$ cat src/design/bed_pkg.sv
// Shared types and constants for the button event detector.
// Used by the configuration interface and every module of the block; no dependencies.
package bed_pkg;

   // Default width of the wrapping tick counter
   localparam int TIME_BITS_DEFAULT = 32;

   // Configuration port sizes
   localparam int CSR_ADDR_BITS = 8;
   localparam int CSR_DATA_BITS = 16;

   // Event queue between front and back
   localparam int Q_DEPTH     = 4;
   localparam int Q_PTR_BITS  = $clog2(Q_DEPTH);
   localparam int Q_CNT_BITS  = $clog2(Q_DEPTH + 1);

   // Most events one tick can raise
   localparam int MAX_EVENTS  = 3;

   // Register indexes on the configuration port
   typedef enum logic [CSR_ADDR_BITS-1:0] {
      REG_DEBOUNCE   = 8'd0,
      REG_CLICK_MAX  = 8'd1,
      REG_CLICK_GAP  = 8'd2,
      REG_LONG_PRESS = 8'd3,
      REG_REP_PERIOD = 8'd4,
      REG_REP_DELAY  = 8'd5,
      REG_WORK_MODE  = 8'd6,
      REG_OPTIONS    = 8'd7
   } reg_index_type;

   typedef enum logic [1:0] {
      MODE_STANDARD = 2'd0,
      MODE_FSM      = 2'd1,
      MODE_INSTANT  = 2'd2,
      MODE_REPEAT   = 2'd3
   } work_mode_type;

   typedef enum logic [3:0] {
      EVT_PRESS        = 4'd0,
      EVT_RELEASE      = 4'd1,
      EVT_LONG_RELEASE = 4'd2,
      EVT_CLICK        = 4'd3,
      EVT_LONG_PRESS   = 4'd4,
      EVT_REPEAT       = 4'd5,
      EVT_SINGLE       = 4'd6,
      EVT_DOUBLE       = 4'd7,
      EVT_TRIPLE       = 4'd8
   } evt_type;

   // Option bit positions
   localparam int OPT_ACTIVE_HIGH = 0;
   localparam int OPT_LONG_EN     = 1;
   localparam int OPT_REPEAT_EN   = 2;

   // Configuration register file contents
   typedef struct packed {
      logic [15:0]   debounce;
      logic [15:0]   click_max;
      logic [15:0]   click_gap;
      logic [15:0]   long_press;
      logic [15:0]   rep_period;
      logic [15:0]   rep_delay;
      work_mode_type mode;
      logic [2:0]    options;
   } cfg_type;

   // Events raised by one tick, in emission order
   typedef struct packed {
      logic [1:0]                  count;
      evt_type [MAX_EVENTS-1:0]    codes;
   } bundle_type;

   // Queue status seen by front and back
   typedef struct packed {
      logic full;
      logic empty;
   } q_status_type;

endpackage

$ cat src/design/bed_if.sv
// Handshake channel interfaces of the button event detector: tick input,
// event output and configuration write. Depends on bed_pkg.
interface bed_req_if;
   logic valid;
   logic ready;
   logic raw_level;

   modport source (output valid, output raw_level, input ready);
   modport sink   (input valid, input raw_level, output ready);
endinterface

interface bed_rsp_if;
   logic       valid;
   logic       ready;
   logic [3:0] event_code;
   logic       last_of_tick;

   modport source (output valid, output event_code, output last_of_tick, input ready);
   modport sink   (input valid, input event_code, input last_of_tick, output ready);
endinterface

interface bed_csr_if;
   logic                             valid;
   logic                             ready;
   logic [bed_pkg::CSR_ADDR_BITS-1:0] addr;
   logic [bed_pkg::CSR_DATA_BITS-1:0] wdata;

   modport source (output valid, output addr, output wdata, input ready);
   modport sink   (input valid, input addr, input wdata, output ready);
endinterface

$ cat src/design/bed_csr.sv
// Configuration registers of the button event detector.
// Depends on bed_pkg and bed_csr_if.
module bed_csr (
   input  logic              clock,
   input  logic              reset,
   bed_csr_if.sink           csr,
   output bed_pkg::cfg_type  cfg
);

   bed_pkg::cfg_type cfg_ff, cfg_in;

   // Always ready; writes to unknown indexes fall through
   assign csr.ready = 1'b1;
   assign cfg       = cfg_ff;

   always_comb begin
      cfg_in = cfg_ff;
      if (csr.valid) begin
         unique case (csr.addr)
            bed_pkg::REG_DEBOUNCE:   cfg_in.debounce   = csr.wdata;
            bed_pkg::REG_CLICK_MAX:  cfg_in.click_max  = csr.wdata;
            bed_pkg::REG_CLICK_GAP:  cfg_in.click_gap  = csr.wdata;
            bed_pkg::REG_LONG_PRESS: cfg_in.long_press = csr.wdata;
            bed_pkg::REG_REP_PERIOD: cfg_in.rep_period = csr.wdata;
            bed_pkg::REG_REP_DELAY:  cfg_in.rep_delay  = csr.wdata;
            bed_pkg::REG_WORK_MODE:  cfg_in.mode       = bed_pkg::work_mode_type'(csr.wdata[1:0]);
            bed_pkg::REG_OPTIONS:    cfg_in.options    = csr.wdata[2:0];
            default: ;
         endcase
      end
   end

   always_ff @(posedge clock) begin
      if (reset) begin
         cfg_ff.debounce   <= 16'd20;
         cfg_ff.click_max  <= 16'd300;
         cfg_ff.click_gap  <= 16'd300;
         cfg_ff.long_press <= 16'd1000;
         cfg_ff.rep_period <= 16'd100;
         cfg_ff.rep_delay  <= 16'd500;
         cfg_ff.mode       <= bed_pkg::MODE_STANDARD;
         cfg_ff.options    <= 3'b110;
      end else begin
         cfg_ff <= cfg_in;
      end
   end

endmodule

$ cat src/design/bed_front.sv
// Front end: takes one tick item per cycle while the queue has room, runs
// debounce and the press, hold, repeat and click timers, and packs the raised
// events into a bundle. Depends on bed_pkg and bed_req_if.
module bed_front #(
   parameter int TIME_BITS = bed_pkg::TIME_BITS_DEFAULT
) (
   input  logic                  clock,
   input  logic                  reset,
   bed_req_if.sink               req,
   input  bed_pkg::cfg_type      cfg,
   input  bed_pkg::q_status_type q_status,
   output logic                  push,
   output bed_pkg::bundle_type   bundle
);

   logic [TIME_BITS-1:0] tick_ff, tick_in;
   logic [TIME_BITS-1:0] last_chg_ff, last_chg_in;
   logic [TIME_BITS-1:0] press_ff, press_in;
   logic [TIME_BITS-1:0] release_ff, release_in;
   logic [TIME_BITS-1:0] last_rep_ff, last_rep_in;
   logic                 pressed_ff, pressed_in;
   logic                 long_ff, long_in;
   logic                 rep_seen_ff, rep_seen_in;
   logic [1:0]           tally_ff, tally_in;

   logic                 accept;
   logic                 level_on, clicky, change;
   logic                 ev_press, ev_release, ev_long_rel, ev_click;
   logic                 ev_long, ev_repeat, ev_report;
   logic [1:0]           tally_mid;
   logic [TIME_BITS-1:0] since_chg, held_old, held_new, since_rep, since_rel;
   logic [4:0]           cand_v;
   bed_pkg::evt_type     cand_c [5];
   bed_pkg::evt_type     report_code;
   logic [2:0]           n;

   assign req.ready = !q_status.full;
   assign accept    = req.valid && req.ready;

   // Debounce and press / release handling
   always_comb begin
      level_on  = (req.raw_level == cfg.options[bed_pkg::OPT_ACTIVE_HIGH]);
      clicky    = (cfg.mode == bed_pkg::MODE_STANDARD) || (cfg.mode == bed_pkg::MODE_FSM);
      since_chg = tick_ff - last_chg_ff;
      held_old  = tick_ff - press_ff;
      change    = (level_on != pressed_ff) && (since_chg >= TIME_BITS'(cfg.debounce));

      ev_press    = change && level_on;
      ev_release  = change && !level_on;
      ev_long_rel = ev_release && clicky && long_ff;
      ev_click    = ev_release && clicky && !long_ff && (held_old <= TIME_BITS'(cfg.click_max));

      last_chg_in = change ? tick_ff : last_chg_ff;
      pressed_in  = change ? level_on : pressed_ff;
      press_in    = ev_press ? tick_ff : press_ff;
      release_in  = ev_release ? tick_ff : release_ff;

      tally_mid = tally_ff;
      if (ev_long_rel) begin
         tally_mid = 2'd0;
      end else if (ev_click && (tally_ff != 2'd3)) begin
         tally_mid = tally_ff + 2'd1;
      end

      // Hold timers, on the state after the press / release step
      held_new = tick_ff - press_in;
      ev_long  = pressed_in && cfg.options[bed_pkg::OPT_LONG_EN] && !(long_ff && !ev_press)
                 && (held_new >= TIME_BITS'(cfg.long_press));
      long_in  = (long_ff && !ev_press) || ev_long;

      since_rep = tick_ff - (ev_press ? '0 : last_rep_ff);
      ev_repeat = pressed_in && (cfg.mode == bed_pkg::MODE_REPEAT)
                  && cfg.options[bed_pkg::OPT_REPEAT_EN]
                  && (held_new >= TIME_BITS'(cfg.rep_delay))
                  && (!(rep_seen_ff && !ev_press)
                      || (since_rep >= TIME_BITS'(cfg.rep_period)));
      last_rep_in = ev_repeat ? tick_ff : (ev_press ? '0 : last_rep_ff);
      rep_seen_in = ev_repeat || (rep_seen_ff && !ev_press);

      // Multi-click report once the release gap has run out
      since_rel = tick_ff - release_in;
      ev_report = (tally_mid != 2'd0) && !pressed_in && clicky
                  && (since_rel > TIME_BITS'(cfg.click_gap));
      tally_in  = ev_report ? 2'd0 : tally_mid;

      unique case (tally_mid)
         2'd1:    report_code = bed_pkg::EVT_SINGLE;
         2'd2:    report_code = bed_pkg::EVT_DOUBLE;
         default: report_code = bed_pkg::EVT_TRIPLE;
      endcase

      tick_in = tick_ff + 1'b1;
   end

   // Pack raised events into bundle slots, in emission order
   always_comb begin
      cand_v    = {ev_report, ev_repeat, ev_long, ev_long_rel || ev_click, ev_press || ev_release};
      cand_c[0] = ev_press ? bed_pkg::EVT_PRESS : bed_pkg::EVT_RELEASE;
      cand_c[1] = ev_long_rel ? bed_pkg::EVT_LONG_RELEASE : bed_pkg::EVT_CLICK;
      cand_c[2] = bed_pkg::EVT_LONG_PRESS;
      cand_c[3] = bed_pkg::EVT_REPEAT;
      cand_c[4] = report_code;
      n = 3'd0;
      bundle.codes = '{default: bed_pkg::EVT_PRESS};
      for (int i = 0; i < 5; i++) begin
         if (cand_v[i] && (n < 3'(bed_pkg::MAX_EVENTS))) begin
            bundle.codes[n[1:0]] = cand_c[i];
            n = n + 3'd1;
         end
      end
      bundle.count = n[1:0];
      push = accept && (n != 3'd0);
   end

   always_ff @(posedge clock) begin
      if (reset) begin
         tick_ff     <= '0;
         last_chg_ff <= '0;
         press_ff    <= '0;
         release_ff  <= '0;
         last_rep_ff <= '0;
         pressed_ff  <= 1'b0;
         long_ff     <= 1'b0;
         rep_seen_ff <= 1'b0;
         tally_ff    <= 2'd0;
      end else if (accept) begin
         tick_ff     <= tick_in;
         last_chg_ff <= last_chg_in;
         press_ff    <= press_in;
         release_ff  <= release_in;
         last_rep_ff <= last_rep_in;
         pressed_ff  <= pressed_in;
         long_ff     <= long_in;
         rep_seen_ff <= rep_seen_in;
         tally_ff    <= tally_in;
      end
   end

endmodule

$ cat src/design/bed_queue.sv
// Short bundle queue between the front end and the event sequencer.
// Depends on bed_pkg.
module bed_queue (
   input  logic                  clock,
   input  logic                  reset,
   input  logic                  push,
   input  bed_pkg::bundle_type   push_data,
   input  logic                  pop,
   output bed_pkg::bundle_type   head,
   output bed_pkg::q_status_type status
);

   bed_pkg::bundle_type                 slot_ff [bed_pkg::Q_DEPTH];
   logic [bed_pkg::Q_PTR_BITS-1:0]      wr_ff, wr_in, rd_ff, rd_in;
   logic [bed_pkg::Q_CNT_BITS-1:0]      cnt_ff, cnt_in;
   logic                                do_push, do_pop;

   assign status.full  = (cnt_ff == bed_pkg::Q_CNT_BITS'(bed_pkg::Q_DEPTH));
   assign status.empty = (cnt_ff == '0);
   assign do_push      = push && !status.full;
   assign do_pop       = pop && !status.empty;
   assign head         = slot_ff[rd_ff];

   // Pointer and fill count
   always_comb begin
      wr_in  = wr_ff;
      rd_in  = rd_ff;
      cnt_in = cnt_ff;
      if (do_push) begin
         wr_in = (wr_ff == bed_pkg::Q_PTR_BITS'(bed_pkg::Q_DEPTH - 1)) ? '0 : wr_ff + 1'b1;
      end
      if (do_pop) begin
         rd_in = (rd_ff == bed_pkg::Q_PTR_BITS'(bed_pkg::Q_DEPTH - 1)) ? '0 : rd_ff + 1'b1;
      end
      if (do_push && !do_pop) begin
         cnt_in = cnt_ff + 1'b1;
      end else if (do_pop && !do_push) begin
         cnt_in = cnt_ff - 1'b1;
      end
   end

   always_ff @(posedge clock) begin
      if (reset) begin
         wr_ff  <= '0;
         rd_ff  <= '0;
         cnt_ff <= '0;
      end else begin
         wr_ff  <= wr_in;
         rd_ff  <= rd_in;
         cnt_ff <= cnt_in;
      end
   end

   // Payload slots
   always_ff @(posedge clock) begin
      if (do_push) begin
         slot_ff[wr_ff] <= push_data;
      end
   end

endmodule

$ cat src/design/bed_back.sv
// Back end: holds one bundle and hands its events out one item per cycle while
// rsp is ready, marking the last event of each tick. Depends on bed_pkg and bed_rsp_if.
module bed_back (
   input  logic                  clock,
   input  logic                  reset,
   input  bed_pkg::bundle_type   head,
   input  bed_pkg::q_status_type q_status,
   output logic                  pop,
   bed_rsp_if.source             rsp
);

   bed_pkg::bundle_type bnd_ff, bnd_in;
   logic                bvalid_ff, bvalid_in;
   logic [1:0]          pos_ff, pos_in;
   logic                last, fire;

   assign last             = (pos_ff == (bnd_ff.count - 2'd1));
   assign fire             = rsp.valid && rsp.ready;
   assign rsp.valid        = bvalid_ff;
   assign rsp.event_code   = bnd_ff.codes[pos_ff];
   assign rsp.last_of_tick = last;

   // Refill from the queue when empty or when the last event leaves
   assign pop = !q_status.empty && (!bvalid_ff || (fire && last));

   always_comb begin
      bnd_in    = bnd_ff;
      bvalid_in = bvalid_ff;
      pos_in    = pos_ff;
      if (fire) begin
         if (last) begin
            bvalid_in = 1'b0;
            pos_in    = 2'd0;
         end else begin
            pos_in = pos_ff + 2'd1;
         end
      end
      if (pop) begin
         bnd_in    = head;
         bvalid_in = 1'b1;
         pos_in    = 2'd0;
      end
   end

   always_ff @(posedge clock) begin
      if (reset) begin
         bvalid_ff <= 1'b0;
         pos_ff    <= 2'd0;
      end else begin
         bvalid_ff <= bvalid_in;
         pos_ff    <= pos_in;
      end
   end

   always_ff @(posedge clock) begin
      bnd_ff <= bnd_in;
   end

endmodule

$ cat src/design/button_event_detector.sv
// Top level of the button event detector: config registers, front end,
// bundle queue and event sequencer. Depends on bed_pkg, bed_if and all bed_ modules.
//
//   channel | dir | payload                    | item
//   req     | in  | raw_level                  | one millisecond tick
//   rsp     | out | event_code, last_of_tick   | one button event
//   csr     | in  | addr, wdata                | one register write
//
// A tick is taken every cycle while the four-entry bundle queue has room;
// it is fully evaluated in its accept cycle and its events (up to three)
// leave rsp one per cycle while rsp is ready, so rsp throughput sets the
// sustained rate when ticks raise several events. The first event of a tick
// is registered in the bundle queue and then in the sequencer's bundle register
// before it is offered on rsp. Synchronous reset clears timers, queue and output;
// registers go to their defaults. A stalled rsp fills the queue, then drops req.ready.
module button_event_detector #(
   parameter int TIME_BITS = bed_pkg::TIME_BITS_DEFAULT
) (
   input  logic        clock,
   input  logic        reset,
   bed_req_if.sink     req,
   bed_rsp_if.source   rsp,
   bed_csr_if.sink     csr
);

   bed_pkg::cfg_type      cfg;
   bed_pkg::bundle_type   bundle, head;
   bed_pkg::q_status_type q_status;
   logic                  push, pop;

   bed_csr u_csr (
      .clock (clock),
      .reset (reset),
      .csr   (csr),
      .cfg   (cfg)
   );

   bed_front #(.TIME_BITS(TIME_BITS)) u_front (
      .clock    (clock),
      .reset    (reset),
      .req      (req),
      .cfg      (cfg),
      .q_status (q_status),
      .push     (push),
      .bundle   (bundle)
   );

   bed_queue u_queue (
      .clock     (clock),
      .reset     (reset),
      .push      (push),
      .push_data (bundle),
      .pop       (pop),
      .head      (head),
      .status    (q_status)
   );

   bed_back u_back (
      .clock    (clock),
      .reset    (reset),
      .head     (head),
      .q_status (q_status),
      .pop      (pop),
      .rsp      (rsp)
   );

   // A bundle is never offered to a full queue
   a_no_overflow : assert property (@(posedge clock) disable iff (reset)
      push |-> !q_status.full)
      else $error("bundle pushed into full queue");

   // Once a non-last event of a tick leaves, the next event stays offered with no gap
   a_tick_contiguous : assert property (@(posedge clock) disable iff (reset)
      (rsp.valid && rsp.ready && !rsp.last_of_tick) |=> rsp.valid)
      else $error("event stream broken inside a tick");

   // Nothing is offered right after reset
   a_reset_quiet : assert property (@(posedge clock)
      $past(reset) |-> !rsp.valid)
      else $error("event offered right after reset");

endmodule
$ cat src/flat_wrapper.sv
// flat-port wrapper written by rule: the top's interface ports become plain ports
module button_event_detector_flat 
#(
   parameter int TIME_BITS = bed_pkg::TIME_BITS_DEFAULT
)
  (clock, reset, req_valid, req_raw_level, req_ready, rsp_valid, rsp_event_code, rsp_last_of_tick, rsp_ready, csr_valid, csr_addr, csr_wdata, csr_ready);
  bed_req_if req_i ();
  bed_rsp_if rsp_i ();
  bed_csr_if csr_i ();
  input  logic clock;
  input  logic reset;
  input wire logic [$bits(req_i.valid)-1:0] req_valid;
  input wire logic [$bits(req_i.raw_level)-1:0] req_raw_level;
  output wire logic [$bits(req_i.ready)-1:0] req_ready;
  output wire logic [$bits(rsp_i.valid)-1:0] rsp_valid;
  output wire logic [$bits(rsp_i.event_code)-1:0] rsp_event_code;
  output wire logic [$bits(rsp_i.last_of_tick)-1:0] rsp_last_of_tick;
  input wire logic [$bits(rsp_i.ready)-1:0] rsp_ready;
  input wire logic [$bits(csr_i.valid)-1:0] csr_valid;
  input wire logic [$bits(csr_i.addr)-1:0] csr_addr;
  input wire logic [$bits(csr_i.wdata)-1:0] csr_wdata;
  output wire logic [$bits(csr_i.ready)-1:0] csr_ready;
  assign req_i.valid = req_valid;
  assign req_i.raw_level = req_raw_level;
  assign req_ready = req_i.ready;
  assign rsp_valid = rsp_i.valid;
  assign rsp_event_code = rsp_i.event_code;
  assign rsp_last_of_tick = rsp_i.last_of_tick;
  assign rsp_i.ready = rsp_ready;
  assign csr_i.valid = csr_valid;
  assign csr_i.addr = csr_addr;
  assign csr_i.wdata = csr_wdata;
  assign csr_ready = csr_i.ready;
  button_event_detector #(.TIME_BITS(TIME_BITS)) u_core (.clock(clock), .reset(reset), .req(req_i), .rsp(rsp_i), .csr(csr_i));
endmodule
$ cat config.mk
export PLATFORM = sky130hd
export DESIGN_NAME = button_event_detector_flat
export DESIGN_NICKNAME = d
export VERILOG_FILES = /design/src/design/bed_pkg.sv /design/src/design/bed_if.sv /design/src/design/bed_csr.sv /design/src/design/bed_front.sv /design/src/design/bed_queue.sv /design/src/design/bed_back.sv /design/src/design/button_event_detector.sv /design/src/flat_wrapper.sv
export SDC_FILE = /design/constraint.sdc
export NUM_CORES = 1
export LEC_CHECK = 0
export ABC_AREA = 1
export BUFFER_PORTS_ARGS = -buffer_cell sky130_fd_sc_hd__buf_2
export CAP_MARGIN = 20
export CORE_MARGIN = 1
export CORE_UTILIZATION = 52
export CTS_BUF_LIST = sky130_fd_sc_hd__clkbuf_2 sky130_fd_sc_hd__clkbuf_4 sky130_fd_sc_hd__clkbuf_8
export CTS_CLUSTER_SIZE = 20
export DETAILED_ROUTE_END_ITERATION = 8
export PLACE_DENSITY_LB_ADDON = 0.05
export SKIP_CTS_REPAIR_TIMING = 1
export SYNTH_ARGS = -nofsm -noshare
export SYNTH_HDL_FRONTEND = slang
export SYNTH_HIERARCHICAL = 1
export SYNTH_SLANG_ARGS = --single-unit
$ cat constraint.sdc
create_clock -name clock -period 11.05 [get_ports clock]
set_input_delay 2.7625 -clock clock [delete_from_list [all_inputs] [get_ports clock]]
set_output_delay 2.7625 -clock clock [all_outputs]
set_load 0.1 [all_outputs]
==> flow_metrics.py <==
metrics = {
    "power_and_ir_drop": {
        "pwr-share-comb_pct": 40.8,
        "leakage_nw": 13.8,
        "ir_drop_mv": 0.178,
        "power.density_nw_per_um2": 166,
        "internal_power_w": 0.00281,
        "power_frac_seq_pct": 31.8,
        "clkPwrFrac_pct": 27.5,
        "switching_share_pct": 41.1,
        "p_switching_w": 0.00196,
    },
    "layout": {
        "nets": 4211,
        "diodes": 0,
        "area_growth_pct": 8.48,
        "drive_above_1_share_pct": 8.08,
        "layout_common_cells": "nand2_1, inv_1, a21oi_1",
        "n_fill_cell": 4937,
        "mostFrequentLayoutCell": "nand2_1",
        "fin_util_pct": 57.3,
        "final-seq-area_um2": 7670,
        "multiInputGateArea_um2": 16100,
    },
    "clocking": {
        "htreeDepth": 3,
        "clk_latency_ps": 660,
        "cts_buffers": 66,
        "clk_pin_slew_ps": 50,
        "tritoncts": "built",
        "clockRootBuffer": "clkbuf_8",
        "clockBufferDepth": 3,
        "clkSinkCount": 348,
    },
    "critical_path": {
        "cp_num_buf_inv": 9,
        "cp_max_fo": 20,
        "rr_worst_depth": 65,
        "path_delay_family": "simple AND/OR/NAND/NOR gates",
        "slowest_stage": "fa_1",
        "end_kind": "flop",
        "critPathMaxStageDelay_ps": 600,
        "reg2reg_setup_slack_ps": 930,
        "path_class": "flop to flop",
        "worstPathRequired_ps": 11590,
        "r2r_start": "u_core/u_front/tick_ff[0]",
        "cp-start-kind": "flop",
        "cp.depth": 65,
        "crit_top_cell": "nand2_1",
        "cp.arrival_ps": 10660,
        "rr_endpoint": "u_core/u_queue/cnt_ff[2]",
    },
    "place": {
        "gp_congestion": 0.924,
        "hpwl_mm": 60.6,
        "post-place-ws_ps": 494,
        "port_buffers": 36,
    },
    "routing": {
        "avgViaCountPerCell": 5.51,
        "ant_nets": 0,
        "vias": 25456,
        "drtIter0Drc": 1794,
        "wl_per_cell_um": 17.3,
        "first_pass_iters": 6,
        "drcViolationCount": 0,
        "routed_wl_mm": 79.7,
    },
    "synth": {
        "ys.flop_type": "dfxtp_1",
        "synth-seq-area-share_pct": 29.0,
        "ys_warn_count": 6,
        "syn-instance-count": 3867,
        "synth.cell_area_um2": 26500,
        "synth-seq-cells": 348,
        "synth-edff-count": 70,
        "async_reset_ff_share_pct": 0,
        "syn-num-nets": 4173,
        "synth.avg_cell_area_um2": 6.85,
        "synth_cell_types": 61,
    },
    "worst_hold_path": {
        "min_to": "u_core/u_csr/cfg[87]",
        "holdPathStages": 2,
        "hold_path_class": "flop to flop",
        "min_from": "u_core/u_csr/cfg[87]",
    },
    "floorplanning": {
        "core_um2": 50200,
        "pin_count": 38,
        "die-area_um2": 51800,
        "die_h_um": 228,
        "fp-row-count": 82,
        "start_util_pct": 52.8,
        "die_w_um": 228,
    },
    "outcome": {
        "outcome": "completed",
    },
    "global_routing": {
        "grt_pass1_wl_mm": 125,
        "grt_max_degree": 106,
        "grt_usage_pct": 30.7,
        "grt_pass1_vias": 23925,
        "antenna_found_initial": 0,
        "grt_overflow": 0,
    },
    "sta": {
        "fin_skew_ps": 39.2,
        "slew_violations": 0,
        "slew_headroom_pct": 28.1,
        "setup_viol": 0,
        "rsz0062_at_grt": "no",
        "hold_viol": 0,
        "fin_ws_ps": 925,
        "tightest_slew_ps": 1080,
        "period_needed_ps": 10120,
        "fmax_mhz": 98.8,
        "final.setup.tns_ps": 0,
        "finalCritPeriodShare_pct": 91.6,
    },
    "run": {
        "cap_viol_max_count": 0,
    },
}
sequential cells by signal (all words and copies together), names as in the netlist, named ones only:
register	count
u_core/u_front/tick_ff	32
u_core/u_front/press_ff	32
u_core/u_front/last_chg_ff	32
u_core/u_back/pos_ff	2
u_core/u_front/pressed_ff	1
u_core/u_front/tally_ff	2
u_core/u_back/rsp.valid	1
u_core/u_csr/cfg	101
u_core/u_back/bnd_ff	14
u_core/u_front/long_ff	1
u_core/u_front/rep_seen_ff	1
u_core/u_front/last_rep_ff	32
u_core/u_front/release_ff	32
u_core/u_queue/rd_ff	2
u_core/u_queue/wr_ff	2
u_core/u_queue/slot_ff	56
u_core/u_queue/cnt_ff	3
final cells by class:
cell class / instances / share of cell area, %
Clock inverter: 18 / 0.597
Multi-Input combinational cell: 2831 / 56.1
Tap cell: 672 / 2.93
Inverter: 562 / 7.36
Sequential cell: 348 / 26.7
Clock buffer: 91 / 4.05
Timing Repair Buffer: 96 / 2.31
cells by family (layout without fill, tap and decap cells):
| family | count (synthesis) | after routing | share of synthesized area [%] |
|---|---|---|---|
| AO/OA/AOI/OAI | 829 | 829 | 17.5 |
| XOR/XNOR | 111 | 111 | 3.67 |
| adder cells (fa/ha/maj) | 276 | 276 | 13.2 |
| buffers and inverters | 688 | 767 | 10.4 |
| flip-flops | 348 | 348 | 29.0 |
| multiplexers | 4 | 4 | 0.151 |
| other | 1 | 1 | 0.0142 |
| AND/OR/NAND/NOR | 1610 | 1610 | 26.0 |
metrics by stage:
stage                     hold slack (ps)  total power (W)  std cells  cell area [um2]
final                                 459          0.00477       4618            28700
after global routing                  476          0.00508       4618            28700
after CTS                             462          0.00478       4615            28700
after detailed placement              447          0.00345       4506            27300
after global placement                442          0.00340       4506            27300
after floorplan                       423          0.00298       3867            26500
Yosys cell counts, drive strengths merged, types with 7 or more instances:
master  count  area (um2)
o21bai     11        82.6
a21boi     12        90.1
clkbuf     68         255
a31oi       8        50.1
buf        58         393
xor2       76         666
nand2     895        3480
nand3b     14         105
nand3     231        1200
o21ai     274        1400
a21oi     407        2040
nor3       37         195
and2        7        43.8
inv       561        2110
o21a       17         128
edfxtp     70        2100
ha        269        3370
a211oi     22         165
nor4        8        50.1
o22ai      14         150
fa          7         140
or2        11        68.8
xnor2      35         307
dfxtp     278        5570
nand4      42         269
nor2      363        1460
o211ai     34         255
power groups by stage:
stage | clock network [W] | logic, W | registers [W]
2_1_floorplan | 0 | 0.00145 | 0.00153
3_3_place_gp | 0 | 0.00186 | 0.00154
3_5_place_dp | 0 | 0.00191 | 0.00154
4_1_cts | 0.00134 | 0.00193 | 0.00151
5_1_grt | 0.00139 | 0.00217 | 0.00153
6_report | 0.00131 | 0.00194 | 0.00151
per-layer routing:
layer / global-route usage [%] / vias up / wire (um)
li1: - / 12803 / -
met1: 39.7 / 11891 / 35800
met2: 51.7 / 620 / 37200
met3: 3.78 / 142 / 3890
met4: 12.3 / 0 / 2870
met5: 0 / - / 0
worst max-delay path by stage:
stage / startpoint / end / slack (ps)
after floorplan: req_raw_level / u_core/u_queue/cnt_ff[2] / 1260
after global placement: req_raw_level / u_core/u_queue/cnt_ff[2] / 720
after detailed placement: req_raw_level / u_core/u_queue/cnt_ff[2] / 490
after CTS: u_core/u_front/tick_ff[0] / u_core/u_queue/cnt_ff[2] / 710
after global routing: u_core/u_front/tick_ff[0] / u_core/u_queue/cnt_ff[2] / 40
final: u_core/u_front/tick_ff[0] / u_core/u_queue/cnt_ff[2] / 930
worst min-delay path: cells and delay by family (launching register included):
kind             cells  cell delay [ps]
DFF                  1              320
and+or+nand+nor      2              100
Note: power is estimated with default switching activity, not from simulation.
